--- src/hw/rtl/assert_macros.svh ---
// Assertion macros used by the top level RTL file of the synapse unit.
// Holds only macro definitions and comments.
`ifndef ASSERT_MACROS_SVH
`define ASSERT_MACROS_SVH
// Implication checked on every rising clock edge outside reset.
`define ASSERT_IMPL(label, clk, rst_n, ante, cons) \
	label: assert property (@(posedge clk) disable iff (!rst_n) (ante) |-> (cons)) \
		else $error("assertion failed");
// Next-cycle implication checked outside reset.
`define ASSERT_NEXT(label, clk, rst_n, ante, cons) \
	label: assert property (@(posedge clk) disable iff (!rst_n) (ante) |=> (cons)) \
		else $error("assertion failed");
`endif

--- src/hw/rtl/dsdes_ram.sv ---
// Generic single-port-write, one-read RAM with registered read data.
// Depends on nothing.
module dsdes_ram #(
	parameter int WIDTH = 16,
	parameter int DEPTH = 64
) (
	input  logic                     clk,
	input  logic                     we,
	input  logic [$clog2(DEPTH)-1:0] waddr,
	input  logic [WIDTH-1:0]         wdata,
	input  logic [$clog2(DEPTH)-1:0] raddr,
	output logic [WIDTH-1:0]         rdata
);
	logic [WIDTH-1:0] mem [DEPTH];

	// Write and registered read.
	always_ff @(posedge clk) begin
		if (we) mem[waddr] <= wdata;
		rdata <= mem[raddr];
	end
endmodule

--- config.mk ---
export PLATFORM = sky130hd
export DESIGN_NAME = dsdes_ram
export DESIGN_NICKNAME = d
export VERILOG_FILES = /design/src/hw/rtl/assert_macros.svh /design/src/hw/rtl/dsdes_ram.sv
export SDC_FILE = /design/constraint.sdc
export NUM_CORES = 1
export LEC_CHECK = 0
export BUFFER_PORTS_ARGS = -buffer_cell sky130_fd_sc_hd__buf_4
export CELL_PAD_IN_SITES_DETAIL_PLACEMENT = 1
export CELL_PAD_IN_SITES_GLOBAL_PLACEMENT = 1
export CORE_MARGIN = 4
export CORE_UTILIZATION = 45
export CTS_CLUSTER_SIZE = 24
export DETAILED_ROUTE_END_ITERATION = 16
export PLACE_DENSITY_LB_ADDON = 0.25
export SLEW_MARGIN = 20
export SYNTH_ARGS = -nofsm -noshare
export SYNTH_HDL_FRONTEND = slang
export SYNTH_SLANG_ARGS = --single-unit
--- constraint.sdc ---
create_clock -name clk -period 3.14 [get_ports clk]
set_input_delay 0.314 -clock clk [delete_from_list [all_inputs] [get_ports clk]]
set_output_delay 0.314 -clock clk [all_outputs]
set_load 0.02 [all_outputs]
# --- Yosys cells after proc, flatten, opt, wreduce, memory -nomap -nowiden ---
# Memory sizes are Yosys's and may differ from the RTL's. A register that Yosys moved wholly into a read port is not among the register bits.
# Index checks and enable logic that the tools add are counted.
totals:
  word_cells: 3
  ram_bits: 1024
  ff_bits: 0
  inputBits: 30
  out_inout_bits: 16
  n_memories: 1
memory_table:
  columns: ["memory", "words", "word_bits", "rd", "rd_clocked_by_memory_dff", "write_ports", "line_no", "source"]
  rows:
  - ["mem", 64, 16, 1, 1, 1, "dsdes_ram.sv:14", "logic [WIDTH-1:0] mem [DEPTH];"]
op_classes:
  n_mux: 2
op_table:
  columns: ["op", "count"]
  rows:
  - ["$mux 1", 2]

# --- Logic depth before layout (Yosys ltp) ---
depth:
  depth_word: 2
  mapped_depth: 10
  depth_no_buf: 5

# --- Worst setup path before layout ---
# Ideal clock, no wire load.
synth_path:
  path_type: "input port to flip-flop"
  from: "input waddr[3]"
  to: "memory mem[48][0] (enable)"
  path_stages: 4
  setup_time_ns: 0.409
  setup_slack_ns: 0.791
  arrival_ns: 1.940
  n_path_buf: 1
  required_ns: 2.731
  cell_sequence: "clkbuf_1 -> nor2b_1 -> nand4b_1 -> nor3_1"
synth_rtl:
  columns: ["element", "line_no", "source"]
  rows:
  - ["from (decl)", "dsdes_ram.sv:9", "input logic [$clog2(DEPTH)-1:0] waddr,"]
  - ["to (decl)", "dsdes_ram.sv:14", null]
# Straight into the memory's write port.

==> impl_metrics.ini <==
[logic_synthesis]
synth_fa_ha_area_share_pct = 0
synth_top_family_by_area = multiplexers
synth_xor_area_share_pct = 0
yosys.area.top_type = edfxtp_1
synth_warnings = 0
netlist_top_cells_count = edfxtp_1 (1024), mux4_2 (220), mux2i_1 (85)
ys_types = 43
yosysSeqAreaShare_pct = 77.6
ys.flop_type = edfxtp_1
yosysMostFrequentCell = edfxtp_1
syn_area_um2 = 40000
synth_top_cell_area_share_pct = 76.8
ys_top_cells_by_area = edfxtp_1 (77%), mux4_2 (12%), mux2i_1 (2.1%)
syn-num-nets = 1859
synthSimpleGateAreaFrac_pct = 2.65
synth.avg_cell_area_um2 = 21.9
async_flop_share_pct = 0
synthMuxAreaShare_pct = 15.5
synth_edf_count = 1024
syn_inst = 1829
ys_seq_elements = 1040
synth_compound_area_share_pct = 2.41

[cts]
cts.reportedPaths.clkPinSlew_ns = 0.06
postCtsSetupBuffers = 0
cts_made_buffers = 104
ctsHoldBuffers = 0
clock-sinks = 1040
cts_resized = 0
root_buffer = clkbuf_16
h-tree-depth = 3
clock_path_buffers = 3
clkLatencyLatePin_ns = 0.68
cts_tree = built

[sta]
worst-slew-pin-transition_ns = 0.861
clock_skew_ns = 0.0296
drv_slew = 0
post-route-period-util_pct = 71.5
rsz0062_at_grt = no
setup_viol = 0
fin_crit_ns = 2.24
setup_tns_ns = 0
clock.fmax_mhz = 446
whs_ns = 0.192
hold_violations = 0
slew_headroom_pct = 42.6

[grt]
gr-usage-all-layers_pct = 21.6
antenna_found_initial = 3
grt_pass1_vias = 20300
grt_first_pass_wirelength_um = 146000
grt_max_degree = 77
grt-ovfl-total = 0

[floorplan]
row_count = 109
core_um2 = 88400
die_h_um = 306
dieArea_um2 = 93800
fp.dieW_um = 306
start_util_pct = 45.3
io_pins = 46

[finish]
synthToLayoutAreaGrowth_pct = 14.1
multi_input_area_um2 = 8250
num-fill-cells = 7736
regArea_um2 = 31100
nets = 2043
drive_gt1_share_pct = 28.1
utilization_pct = 51.7

[routing]
drc = 0
firstDrtPassIters = 5
route.detailed.wl_per_inst_um = 30.7
wl_um = 100000
first_iter_violations = 2069
ant_nets = 0
vias = 19200
routed_via_density = 5.89

[placement]
place.gp.congestion = 0.842
place_hpwl_um = 60400
io_buffers = 45

[setup_path]
criticalPathCategory = reg -> reg
critPathMaxStageDelay_ns = 0.50
cp-start-kind = register
slowest_stage = a31oi_1
worstPathCellList = mux4_2 > mux2i_1 > a22oi_1 > a31oi_1 > a311oi_1
worstPathMaxFanout = 1
end_kind = register
cp.required_ns = 3.68
cp.arrival_ns = 2.78

[worst_hold_path]
hold_path_class = in -> reg

[pwr]
powerDensity_nw_per_um2 = 636
leakage_nw = 14.6
ir_drop_v = 0.000456

[run_status]
status = finished, final reports clean

[job]
drv_cap = 0
## placed cells by master (no fill, tap or decap), types with 27 or more instances in the layout
cell / synthesis / final
edfxtp_1: 1024 / 1024
nand2_1: 59 / 59
clkbuf_16: 0 / 105
mux2_2: 27 / 27
nor2_1: 72 / 71
mux4_2: 220 / 220
a22oi_1: 39 / 39
mux2i_1: 85 / 85
buf_4: 13 / 164
nor2b_1: 30 / 29
## critical path, delay by kind of cell, from the launching register on
family,cells,cell delay [ns]
flip-flops,1,0.38
multiplexers,2,0.88
AO/OA/AOI/OAI,3,0.85
## flip-flops by register name, summed over array words and instances (netlist names)
| signal | count |
|---|---|
| rdata | 16 |
| mem | 1024 |
## worst paths after layout
path | from | to | slack [ns] | depth (start not counted)
max | mem[2][3] | rdata[3] | 0.90 | 5
min | waddr[0] | mem[35][7] | 0.19 | 3
min reg2reg | mem[63][5] | rdata[5] | 0.83 | 5
max reg2reg | mem[2][3] | rdata[3] | 0.90 | 5
## layout make-up
type	count	area share, %
tap	1165	3.19
clock buffer	130	6.02
multi-input combinational	685	18.1
clock inverter	62	1.26
timing repair buffer	182	3.44
sequential	1040	68.0
antenna	2	0.0110
## kinds of logic after synthesis
family | after synthesis
DFF | 1040
and+or+nand+nor | 220
AOI/OAI and AO/OA | 129
muxes | 336
buffers and inverters | 104
## where the power goes
part,switching (W),leakage (nW),internal [W]
sequential,0.0000573,9.35,0.0154
combinational,0.000967,3.59,0.000569
clock,0.00514,1.64,0.00695
## stage by stage
step | cell area (µm²) | total power, W | instances | setup WS, ns
final | 45700 | 0.0291 | 3266 | 0.896
after global routing | 45700 | 0.0301 | 3264 | 0.799
after CTS | 45700 | 0.0293 | 3264 | 0.878
after detailed placement | 42300 | 0.0173 | 3072 | 0.265
after global placement | 42300 | 0.0172 | 3072 | 0.262
after floorplan | 40000 | 0.0165 | 1829 | 0.791
## layer usage
metal  part of all wire, %  wire length [µm]  track usage, %
met5                 0.023                23               0
met4                   2.4              2360            5.98
met3                   6.6              6610            4.67
met2                    49             49200            35.0
met1                    42             42100            30.0
No activity file was read; power rests on OpenSTA's default activity.
