--- src/hw/rtl/assert_macros.svh ---
// Assertion macros used by the top level RTL file of the synapse unit.
// Holds only macro definitions and comments.
`ifndef ASSERT_MACROS_SVH
`define ASSERT_MACROS_SVH
// Implication checked on every rising clock edge outside reset.
`define ASSERT_IMPL(label, clk, rst_n, ante, cons) \
	label: assert property (@(posedge clk) disable iff (!rst_n) (ante) |-> (cons)) \
		else $error("assertion failed");
// Next-cycle implication checked outside reset.
`define ASSERT_NEXT(label, clk, rst_n, ante, cons) \
	label: assert property (@(posedge clk) disable iff (!rst_n) (ante) |=> (cons)) \
		else $error("assertion failed");
`endif

--- src/hw/rtl/dsdes_pkg.sv ---
// Package of the delayed spike synapse unit: payload types, codes, helpers.
// Depends on nothing.
package dsdes_pkg;
	localparam logic [1:0] REQ_SPIKE = 2'd0;
	localparam logic [1:0] REQ_TICK  = 2'd1;
	localparam logic [1:0] REQ_LOAD  = 2'd2;
	localparam logic [1:0] REQ_CLEAR = 2'd3;

	localparam logic [2:0] REG_X_IN    = 3'd0;
	localparam logic [2:0] REG_X_DECAY = 3'd1;
	localparam logic [2:0] REG_Y_IN    = 3'd2;
	localparam logic [2:0] REG_Y_DECAY = 3'd3;
	localparam logic [2:0] REG_NORM    = 3'd4;
	localparam logic [2:0] REG_REV     = 3'd5;
	localparam logic [2:0] REG_INV_DT  = 3'd6;

	typedef struct packed {
		logic [1:0]         req_type;
		logic [5:0]         syn_index;
		logic [31:0]        event_time;
		logic signed [15:0] entry_weight;
		logic [15:0]        entry_delay;
		logic signed [31:0] vm;
		logic signed [31:0] ext_activation;
		logic signed [31:0] modulation;
	} in_word_t;

	typedef struct packed {
		logic signed [31:0] conductance;
		logic signed [31:0] current;
		logic [6:0]         events_applied;
		logic               overflow_seen;
	} out_word_t;

	// Coefficient set handed from the register file to the datapath.
	typedef struct packed {
		logic [31:0] x_in;
		logic [31:0] x_decay;
		logic [31:0] y_in;
		logic [31:0] y_decay;
		logic [31:0] norm;
		logic [31:0] rev;
		logic [31:0] inv_dt;
	} coef_t;

	// Clamp a 66-bit signed value to the signed 32-bit range.
	function automatic logic signed [31:0] sat32(input logic signed [65:0] v);
		logic signed [31:0] r;
		if (v > 66'sd2147483647) r = 32'sh7fffffff;
		else if (v < -66'sd2147483648) r = 32'sh80000000;
		else r = v[31:0];
		return r;
	endfunction
endpackage

--- src/hw/rtl/dsdes_regs.sv ---
// APB register file holding the filter and scaling coefficients.
// Depends on dsdes_pkg.
module dsdes_regs (
	input  logic             clk,
	input  logic             arst_n,
	input  logic             psel,
	input  logic             penable,
	input  logic             pwrite,
	input  logic [4:0]       paddr,
	input  logic [31:0]      pwdata,
	output logic [31:0]      prdata,
	output dsdes_pkg::coef_t coef
);
	logic [2:0] idx;
	logic       wr;
	assign idx = paddr[4:2];
	assign wr  = psel && penable && pwrite;

	// Register writes.
	always_ff @(posedge clk or negedge arst_n) begin
		if (!arst_n) begin
			coef <= '0;
		end else if (wr) begin
			unique case (idx)
				dsdes_pkg::REG_X_IN:    coef.x_in <= pwdata;
				dsdes_pkg::REG_X_DECAY: coef.x_decay <= pwdata;
				dsdes_pkg::REG_Y_IN:    coef.y_in <= pwdata;
				dsdes_pkg::REG_Y_DECAY: coef.y_decay <= pwdata;
				dsdes_pkg::REG_NORM:    coef.norm <= pwdata;
				dsdes_pkg::REG_REV:     coef.rev <= pwdata;
				dsdes_pkg::REG_INV_DT:  coef.inv_dt <= pwdata;
				default: ;
			endcase
		end
	end

	// Read mux.
	always_comb begin
		unique case (idx)
			dsdes_pkg::REG_X_IN:    prdata = coef.x_in;
			dsdes_pkg::REG_X_DECAY: prdata = coef.x_decay;
			dsdes_pkg::REG_Y_IN:    prdata = coef.y_in;
			dsdes_pkg::REG_Y_DECAY: prdata = coef.y_decay;
			dsdes_pkg::REG_NORM:    prdata = coef.norm;
			dsdes_pkg::REG_REV:     prdata = coef.rev;
			dsdes_pkg::REG_INV_DT:  prdata = coef.inv_dt;
			default:                prdata = '0;
		endcase
	end
endmodule

--- config.mk ---
export PLATFORM = sky130hd
export DESIGN_NAME = dsdes_regs
export DESIGN_NICKNAME = d
export VERILOG_FILES = /design/src/hw/rtl/assert_macros.svh /design/src/hw/rtl/dsdes_pkg.sv /design/src/hw/rtl/dsdes_regs.sv
export SDC_FILE = /design/constraint.sdc
export NUM_CORES = 1
export LEC_CHECK = 0
export BUFFER_PORTS_ARGS = -buffer_cell sky130_fd_sc_hd__buf_2
export CORE_MARGIN = 3
export CORE_UTILIZATION = 55
export DETAILED_ROUTE_END_ITERATION = 7
export HOLD_SLACK_MARGIN = 0.08
export PLACE_DENSITY = 0.89
export SLEW_MARGIN = 20
export SYNTH_ARGS = -nofsm -noshare
export SYNTH_HDL_FRONTEND = slang
export SYNTH_SLANG_ARGS = --single-unit
--- constraint.sdc ---
create_clock -name clk -period 2.1 [get_ports clk]
set_input_delay 0.21 -clock clk [delete_from_list [all_inputs] [get_ports clk]]
set_output_delay 0.21 -clock clk [all_outputs]
set_load 0.02 [all_outputs]
======== Word-level counts from Yosys, hierarchy flattened ========
Index checks and enable logic that the tools add are counted.
Widths: inputs -> output; s select.
storage, ports and cells
  output and inout bits ................... 256
  input port bits ......................... 42
  register bits ........................... 224
  logic and storage cells ................. 24
cells by class
  eq/ne operators ......................... 6
  muxes and demuxes ....................... 1
  reductions and logical operators ........ 10
operators with widths
  operator            count
  $pmux 32 s7         1
  $reduce_and 2->1    7
  $eq 3x3->1 const B  3
  $eq 3x2->1 const B  2
  $eq 3x1->1 const B  1
  $logic_not 3->1     1
  $logic_and 1x1->1   2

======== Longest topological paths before layout ========
Gate-level depths: netlist of run 1.
  depth after elaboration ................. 3
  depth in mapped cells ................... 6
  gate-level depth less buffers ........... 3

======== Worst setup path after synthesis of run 1 ========
Ideal clock, no wire load.
  kind .................................... input-to-output
  start ................................... input paddr[3]
  end ..................................... output prdata[19]
  path buffers ............................ 3
  path slack .............................. 0.307 ns
  data required time ...................... 1.890 ns
  stages .................................. 6
  data arrival time ....................... 1.583 ns
  cells stage by stage .................... buf_2 buf_2 clkbuf_1 nand3b_1 o21a_1 o21ai_0
between the ends
  cells in the longest elaborated chain, start to end .. 2
  elaborated cells between the ends (all ways) .. 8
  those cells by class .................... eq/ne: 6; mux: 1; reduce/logical: 1
ends and longest elaborated chain
  what                                      line              text
  from (decl)                               dsdes_regs.sv:9   input logic [4:0] paddr,
  $eq 3x3->1, or another cell as far along  dsdes_regs.sv:39  unique case (idx)
  $pmux 32 s7 (*)                           dsdes_regs.sv:39
  to (decl)                                 dsdes_regs.sv:11  output logic [31:0] prdata,
Every way passes the cells marked *; elsewhere a longest branch is shown, timed or not.

======== Worst setup path in the final report of run 1 ========
  start ................................... input paddr[2]
  end ..................................... output prdata[26]
The elaborated chain is that of the path after synthesis.

==> run_results.csv, run 1 <==
group,metric,value,unit
synth,synthSimpleGateAreaFrac,3.59,%
worst_setup_path,path_cells,"buf_4 -> nor2b_2 -> nand2_1 -> o221ai_1 -> buf_2",
cts,insertion_delay,500,ps
global_route,grt_pass1_vias,8107,
timing,hold_viol,0,
cts,root_buffer,"clkbuf_16",
detailed_routing,via_per_inst,5.98,
cts,clk_pin_slew_worst_paths,60,ps
timing,fin_worst_skew,0,ps
worst_setup_path,reg2reg_depth,2,
layout,fin_nets,1109,
worst_setup_path,cp-end-kind,"primary output",
synth,yosysSeqAreaShare,54.1,%
pwr,swShare,33.8,%
detailed_routing,post-route-drc-count,0,
synth,yosys.area_share.xor_xnor,0,%
die,die_height,143,um
timing,worst_pin_slew,1050,ps
worst_hold_path,hold_class,"primary input to asynchronous set/reset pin",
timing,finalSetupViolCount,0,
layout,drive_gt1_share,59.2,%
cts,clk_path_buf_depth,3,
layout,top_register,"coef",
placed_design,place_area,12300,sq um
pwr,clkPwrFrac,30.0,%
timing,fin_setup_tns,0,ps
global_route,antenna_found_initial,0,
worst_setup_path,crit_type,"primary input to primary output",
timing,slew_violations,0,
worst_setup_path,r2r_start,"coef[5]",
worst_setup_path,crit_slowest_cell,"nor2b_2",
layout,design_area,13500,sq um
cts,cts_tree,"done",
pwr,power_density,1070,nW/um^2
synth,ys_warn_count,0,
detailed_routing,num_vias,7855,
die,die_w,143,um
die,start_util,56.9,%
die,die_area,20500,sq um
worst_setup_path,reg2reg_to,"coef[5]",
placed_design,dp_hpwl,20500,um
worst_setup_path,cp.arrival,1820,ps
detailed_routing,drtIter0Drc,612,
placed_design,gp_congestion,0.840,
cts,clock_sinks,224,
worst_setup_path,startpoint_type,"primary input",
synth,synth_cell_types,28,
worst_setup_path,cp-startpoint,"paddr[2]",
pwr,combPwrFrac,29.4,%
timing,timing.hold.ws,299,ps
pwr,p_seq_share,40.6,%
die,rows,49,
global_route,grt_pass1_wl,47900,um
synth,post_synth_mux_area_share,33.7,%
synth,synth_seq_cells,224,
synth,synth_compound_area_share,5.91,%
synth,syn_nets,769,
detailed_routing,ant_nets,0,
timing,fin_crit_sh,96.5,%
worst_setup_path,cp_slowest_stage_delay,850,ps
worst_setup_path,worst-endpoint-required,1890,ps
pwr,switchingPower,4890,uW
layout,largest_reg_flops,224,
detailed_routing,wirelength,31200,um
synth,synth_top_family_by_area,"multiplexers",
synth,mappedNetlistArea,10400,sq um
run_status,status,"complete, no violations",
pwr,leakage,0.00684,uW
worst_setup_path,worstSetupEndpoint,"prdata[26]",
worst_setup_path,critPathMaxFanout,15,
layout,diodes,0,
global_route,grt_util_all_layers,29.9,%
cts,numCtsBuffers,24,
run,cap_violations,0,
global_route,grt_start_max_net_pins,85,
pwr,ir_drop,905,uV
die,core,18200,sq um
synth,synthAdderAreaFrac,0,%
layout,reg.largest.list,"coef x224",
timing,max_freq,493,MHz
timing,fin_crit,2030,ps
layout,area_growth,30.3,%
detailed_routing,avgRoutedWirePerCell,23.8,um
global_route,gr-total-overflow,0,
synth,synth_area_per_cell,14.2,sq um
placed_design,port_buffers,295,
cts,cts_max_level,1,
synth,synth_cells,727,
pwr,p_int,9570,uW
die,ios,298,
detailed_routing,first_pass_iters,5,
timing,slew_headroom,29.5,%
worst_setup_path,rrSetupSlack,1190,ps
[cell usage in the layout, fill, tap and decap left out, drive strengths merged]
cell type / Yosys / layout
bufinv: 0 / 3
nor2: 5 / 5
mux2: 256 / 256
nor3b: 1 / 1
nor2b: 2 / 2
nand2: 16 / 16
clkinvlp: 0 / 1
inv: 1 / 1
nand4: 1 / 1
nand2b: 2 / 2
o21ai: 15 / 15
clkinv: 0 / 10
o21a: 31 / 31
nand3b: 16 / 16
dlygate4sd3: 0 / 33
a222oi: 15 / 15
buf: 36 / 337
and3b: 2 / 2
o221ai: 17 / 17
a21oi: 1 / 1
dfrtp: 224 / 224
clkbuf: 20 / 30
nand4b: 1 / 1
nand3: 15 / 15
mux4: 1 / 1
or3: 2 / 2
mux2i: 47 / 47
[routing by layer]
layer,GRT usage [%],up-vias,routed length (um),share of wire [%]
met1,39.0,3993,12300,39
met3,6.53,83,2550,8.2
met4,10.0,0,1060,3.4
met5,0,-,0,0
met2,50.1,406,15300,49
li1,-,3373,-,-
[Yosys cell counts]
cell type	n	area share, %
and3b_1	2	0.17
nor2_1	3	0.11
nor3b_1	1	0.073
nor2_2	2	0.12
buf_6	3	0.33
nand2b_1	2	0.12
o21ai_0	15	0.73
dfrtp_1	224	54
inv_1	1	0.036
nor2b_1	2	0.12
mux4_2	1	0.22
nand4b_4	1	0.23
clkbuf_1	20	0.73
nand2_1	16	0.58
mux2i_1	47	4.5
o21a_1	31	2.2
buf_1	2	0.073
mux2_2	223	24
a222oi_1	15	1.5
o221ai_1	17	1.4
a21oi_1	1	0.048
nand3_1	15	0.73
mux2_4	30	4.4
nand3b_1	16	1.2
buf_2	31	1.5
or3_1	2	0.12
nand4_1	1	0.060
mux2_1	3	0.33
[layout make-up]
class	instances	area, sq um
clock buffers	30	664
clock inverters	14	155
fillers	1148	4720
inverters	1	3.75
multi-input cells	446	4510
flip-flops and latches	224	5610
well taps	229	287
repair buffers	370	2260
[timing repair]
action	in CTS	in global routing
hold endpoints to repair	296	0
endpoints found under the setup margin	0	2
hold buffers	33	0
gates resized for setup	0	3
buffers inserted	0	2
[worst max-delay path: cells and delay by family]
kind                   cells  cell delay (ps)
AOI/OAI and AO/OA          1              180
buffers and inverters      2              390
and+or+nand+nor            2             1030
[worst min path at each step]
stage	from	endpoint	slack [ps]	cells after the start
after floorplan	arst_n	coef[0]	-90	0
after global placement	arst_n	coef[62]	240	1
after detailed placement	arst_n	coef[126]	250	1
after CTS	arst_n	coef[85]	310	2
after global routing	arst_n	coef[85]	360	2
final	arst_n	coef[158]	300	2
[stage by stage]
stage	setup slack (ps)	std cells	utilization [%]	power, uW
global placement	205	1235	67.7	9910
detailed placement	179	1235	67.7	10100
finish	73.6	1314	74.1	14500
floorplan	307	727	-	8360
CTS	85.5	1312	74.0	14500
global route	-17.8	1314	74.1	15100
[power groups by stage]
stage	registers, uW	logic [uW]	clock network [uW]
after global placement	5850	4060	0
after global routing	5980	4490	4600
final	5880	4250	4340
after detailed placement	5910	4160	0
after floorplan	6830	1520	0
after CTS	5850	4250	4420
[logic make-up after synthesis]
logic type             count (synthesis)
AND/OR/NAND/NOR                       63
multiplexers                         304
buffers and inverters                 57
flip-flops                           224
AO/OA/AOI/OAI                         79
Note: power is estimated with default switching activity, not from simulation.
==> inputs of run 2 (changes only) <==
Settings changed: PLACE_DENSITY 0.89 to default, PLACE_DENSITY_LB_ADDON from default to 0.1.
==> run 2 against run 1 <==
Cell area is essentially flat. Critical path depth is the same. Sequential power is essentially flat. First-iteration DRC count shrank 22%. Utilization shrank 0.069 points. Largest power group unchanged.
==> run_results.csv, run 2 (same netlist as run 1, synthesis figures left out) <==
group,metric,value,unit
worst_setup_path,rrSetupSlack,1280,ps
die,start_util,56.9,%
pwr,design_power_total,14600,uW
cts,root_buffer,"clkbuf_16",
placed_design,port_buffers,295,
layout,multi_input_area,4510,sq um
placed_design,dp_hpwl,19800,um
layout,fin_cells,1306,
detailed_routing,post-route-drc-count,0,
pwr,leakage,0.00681,uW
global_route,gr-total-overflow,0,
global_route,grt_pass1_wl,45900,um
layout,reg.largest.list,"coef x224",
cts,clock_sinks,224,
worst_setup_path,cp-end-kind,"primary output",
placed_design,gp_congestion,0.781,
die,die_w,143,um
timing,worst_pin_slew,1050,ps
timing,fin_worst_skew,0,ps
worst_setup_path,r2r_start,"coef[151]",
die,core,18200,sq um
worst_setup_path,cp-startpoint,"paddr[2]",
worst_setup_path,reg2reg_to,"coef[151]",
layout,layout_commonest_cell,"buf_2",
layout,area_growth,30.2,%
worst_setup_path,crit_type,"primary input to primary output",
detailed_routing,via_per_inst,5.85,
detailed_routing,first_pass_iters,7,
timing,fin_crit,2050,ps
cts,cts_tree,"done",
layout,fin_nets,1101,
timing,finalSetupViolCount,0,
detailed_routing,avgRoutedWirePerCell,23.1,um
global_route,grt_util_all_layers,28.8,%
cts,cts_max_level,1,
die,die_height,143,um
cts,numCtsBuffers,25,
timing,fin_crit_sh,97.4,%
cts,insertion_delay,510,ps
die,rows,49,
global_route,grt_start_max_net_pins,78,
global_route,grt_pass1_vias,7723,
timing,hold_viol,0,
run_status,status,"complete, no violations",
worst_setup_path,startpoint_type,"primary input",
pwr,ir_drop,798,uV
placed_design,dp_cells,1228,
worst_setup_path,critPathMaxFanout,15,
die,ios,298,
timing,slew_violations,0,
worst_setup_path,worstSetupEndpoint,"prdata[31]",
die,die_area,20500,sq um
run,cap_violations,0,
timing,max_freq,489,MHz
layout,regArea,5610,sq um
timing,rsz0062_at_grt,"no",
layout,diodes,0,
timing,fin_setup_tns,0,ps
timing,slew_headroom,29.8,%
layout,final_cell_mix,"buf_2, dfrtp_1, mux2_2",
global_route,antenna_found_initial,0,
layout,drive_gt1_share,58.7,%
layout,largest_reg_flops,224,
cts,postCtsSetupRepairBufs,0,
detailed_routing,num_vias,7636,
detailed_routing,wirelength,30200,um
worst_setup_path,reg2reg_depth,1,
layout,top_register,"coef",
cts,clk_path_buf_depth,3,
worst_setup_path,worst-endpoint-required,1890,ps
cts,clk_pin_slew_worst_paths,60,ps
detailed_routing,ant_nets,0,
layout,fillers,1301,
detailed_routing,drtIter0Drc,476,
worst_setup_path,cp.arrival,1840,ps
worst_hold_path,hold_class,"primary input to asynchronous set/reset pin",
pwr,power_density,1080,nW/um^2
layout,post-route-util,74.0,%
run 2: cell types whose count changed in the layout (fill, tap and decap cells not counted):
cell        previous run  this run
o21ai_0               13        14
buf_12                10        12
clkbuf_8               2         6
clkbuf_1               3         5
clkinvlp_4             1         2
buf_4                 35        23
clkinv_4               2         0
clkinv_2               8         4
buf_2                291       292
o21ai_1                2         1
run 2: worst min path at each step:
stage | end | cells after the start
final | coef[53] | 2
after global routing | coef[181] | 2
after CTS | coef[53] | 2
after detailed placement | coef[53] | 1
after global placement | coef[181] | 1
after floorplan | coef[0] | 0
run 2: power by group:
| part | total [uW] | switching (uW) | internal, uW |
|---|---|---|---|
| clock network | 4510 | 1750 | 2760 |
| registers | 5850 | 679 | 5170 |
| logic | 4190 | 2420 | 1770 |
run 2: what timing repair did:
item	in CTS	in global routing
endpoints found under the setup margin	0	1
hold buffers	33	0
hold endpoints to repair	295	0
gates resized for setup	0	1
run 2: cell type report:
cell class              instances  area share [%]
flip-flops and latches        224            41.6
multi-input cells             446            33.5
repair buffers                361            16.5
clock buffers                  36            5.39
well taps                     229            2.13
clock inverters                 9           0.928
inverters                       1          0.0278
run 2: metal layers:
layer | global-route usage (%) | routed length (um) | share of wire (%) | up-vias
li1 | - | - | - | 3360
met1 | 40.1 | 12800 | 43 | 3900
met2 | 45.7 | 14200 | 47 | 320
met3 | 6.56 | 2280 | 7.6 | 56
met4 | 8.05 | 790 | 2.6 | 0
met5 | 0 | 0 | 0 | -
run 2: through the flow:
| step | area [sq um] | hold slack [ps] | setup WS, ps |
|---|---|---|---|
| 2_1_floorplan | 10400 | -85.6 | 307 |
| 3_3_place_gp | 12300 | 247 | 91.8 |
| 3_5_place_dp | 12300 | 245 | 110 |
| 4_1_cts | 13500 | 296 | 83.3 |
| 5_1_grt | 13500 | 318 | 19.7 |
| 6_report | 13500 | 279 | 53.7 |
run 2: worst max-delay path: stages:
cell and delay [ps]:
buf_4 200, and3b_1 820, a222oi_1 190, o21ai_1 200, buf_2 210
==> inputs of run 3 (changes only) <==
==> constraint.sdc (replaced) <==
create_clock -name clk -period 2.1 [get_ports clk]
set_input_delay 0.42 -clock clk [delete_from_list [all_inputs] [get_ports clk]]
set_output_delay 0.42 -clock clk [all_outputs]
set_load 0.02 [all_outputs]
==> run 3 against run 2 <==
The run now ends with negative setup slack left. Via count is essentially flat. Sequential power is essentially flat. Worst hold slack lost 49 ps. Critical endpoint is now prdata[29]. Cell area grew 0.85%. Non-clock buffer count grew 3. Critical path depth shrank 1. Global-route usage grew 0.14 points. Routed wire length is essentially flat. Total power shrank 1.0%. Highest routed layer unchanged. Clock skew is the same.
==> run_results.csv, run 3 (same netlist as run 1, synthesis figures left out) <==
group,metric,value,unit
detailed_routing,num_vias,7642,
cts,clock_sinks,224,
cts,clk_pin_slew_worst_paths,60,ps
detailed_routing,post-route-drc-count,0,
cts,insertion_delay,500,ps
global_route,gr-total-overflow,0,
layout,layout_commonest_cell,"buf_2",
worst_setup_path,cp.arrival,1730,ps
worst_setup_path,path_cells,"mux2_4 -> a222oi_1 -> o21ai_1 -> buf_4",
worst_setup_path,cp_slowest_stage_delay,380,ps
placed_design,dp_slack,-167,ps
cts,cts_tree,"done",
timing,fin_worst_skew,0,ps
worst_setup_path,critPathMaxFanout,3,
timing,fin_crit,2150,ps
worst_setup_path,crit_type,"flip-flop to primary output",
die,rows,49,
pwr,ir_drop,839,uV
run_status,status,"complete, but fails checks",
worst_setup_path,worstSetupEndpoint,"prdata[29]",
placed_design,dp_cells,1251,
global_route,antenna_found_initial,0,
worst_setup_path,rrSetupSlack,1070,ps
timing,max_freq,466,MHz
layout,reg.largest.list,"coef x224",
layout,drive_gt1_share,62.4,%
die,start_util,56.9,%
die,die_area,20500,sq um
detailed_routing,wirelength,30200,um
worst_setup_path,crit_slowest_cell,"dfrtp_1",
layout,design_area,13600,sq um
die,ios,298,
layout,fillers,1220,
worst_setup_path,r2r_start,"coef[27]",
worst_setup_path,reg2reg_to,"coef[27]",
global_route,grt_pass1_wl,45800,um
cts,clk_path_buf_depth,3,
cts,root_buffer,"clkbuf_16",
detailed_routing,drtIter0Drc,431,
detailed_routing,avgRoutedWirePerCell,23.1,um
worst_setup_path,cp-end-kind,"primary output",
timing,setup_ws,-48.0,ps
placed_design,port_buffers,295,
placed_design,dp_hpwl,20500,um
cts,numCtsBuffers,24,
worst_hold_path,hold_class,"primary input to flip-flop",
cts,cts_max_level,1,
run,cap_violations,0,
worst_setup_path,reg2reg_depth,3,
layout,diodes,0,
worst_setup_path,startpoint_type,"flip-flop",
timing,slew_violations,0,
layout,area_growth,31.3,%
detailed_routing,ant_nets,0,
layout,fin_nets,1103,
layout,largest_reg_flops,224,
timing,hold_viol,0,
timing,timing.hold.ws,230,ps
timing,slew_headroom,59.0,%
die,core,18200,sq um
worst_setup_path,cp-startpoint,"coef[93]",
global_route,grt_util_all_layers,28.9,%
timing,rsz0062_at_grt,"yes",
global_route,grt_pass1_vias,7835,
placed_design,place_area,12600,sq um
timing,worst_pin_slew,614,ps
pwr,power_density,1060,nW/um^2
placed_design,gp_congestion,0.802,
layout,top_register,"coef",
run_status,violations,"negative setup slack",
detailed_routing,via_per_inst,5.84,
detailed_routing,first_pass_iters,5,
timing,fin_crit_sh,102,%
die,die_w,143,um
timing,finalSetupViolCount,4,
pwr,leakage,0.00691,uW
die,die_height,143,um
timing,fin_setup_tns,-67.4,ps
global_route,grt_start_max_net_pins,66,
layout,fin_cells,1308,
layout,final_cell_mix,"buf_2, dfrtp_1, mux2_2",
worst_setup_path,worst-endpoint-required,1680,ps
[run 3: cell types whose count changed in the layout (fill, tap and decap cells not counted), moves of 3 or more]
cell / previous run / this run
o221ai_2: 0 / 4
buf_6: 0 / 3
o221ai_1: 17 / 13
buf_4: 23 / 50
clkinv_2: 4 / 8
o21ai_1: 1 / 15
dlygate4sd3_1: 33 / 1
o21ai_0: 14 / 0
buf_12: 12 / 22
buf_2: 292 / 285
[run 3: what timing repair did]
action                                  4_1_cts  5_1_grt
pin swaps                                     3        2
hold buffers                                  1        0
buffers inserted                              8        5
gates resized for setup                       7       12
cloned                                        0        1
endpoints found under the hold margin        59        0
endpoints found under the setup margin       17       23
[run 3: power by group]
part / internal, uW / switching [uW] / total (uW)
combinational: 1860 / 2440 / 4300
clock: 2560 / 1690 / 4250
sequential: 5170 / 677 / 5840
[run 3: final cells by class]
type / count / area, sq um / share of cell area [%]
inverters: 1 / 3.75 / 0.0276
flip-flops and latches: 224 / 5610 / 41.2
multi-input cells: 446 / 4550 / 33.5
clock inverters: 11 / 108 / 0.792
well taps: 229 / 287 / 2.11
repair buffers: 364 / 2340 / 17.2
clock buffers: 33 / 696 / 5.12
[run 3: worst max-delay path, delay by kind of cell (launching register included)]
family	cells	cell delay, ps
compound gates	2	380
flops	1	380
buf+inv	1	180
mux	1	290
[run 3: worst min-delay path by stage]
stage	start	end	slack (ps)	cells past startpoint
after floorplan	arst_n	coef[0]	120	0
after global placement	arst_n	coef[119]	410	1
after detailed placement	arst_n	coef[119]	410	1
after CTS	pwdata[17]	coef[209]	210	2
after global routing	pwdata[28]	coef[220]	220	2
final	pwdata[28]	coef[220]	230	2
[run 3: stage by stage]
stage / power (uW) / utilization [%]
final: 14400 / 74.7
after global routing: 15000 / 74.7
after CTS: 14400 / 74.2
after detailed placement: 10100 / 69.2
after global placement: 9990 / 69.2
after floorplan: 8370 / -
[run 3: routing by layer]
metal / up-vias / share of wire [%] / GRT usage, %
met4: 0 / 2.2 / 7.40
met3: 41 / 8.3 / 6.97
met2: 329 / 48 / 45.7
li1: 3381 / - / -
met1: 3891 / 42 / 40.6
met5: - / 0 / 0
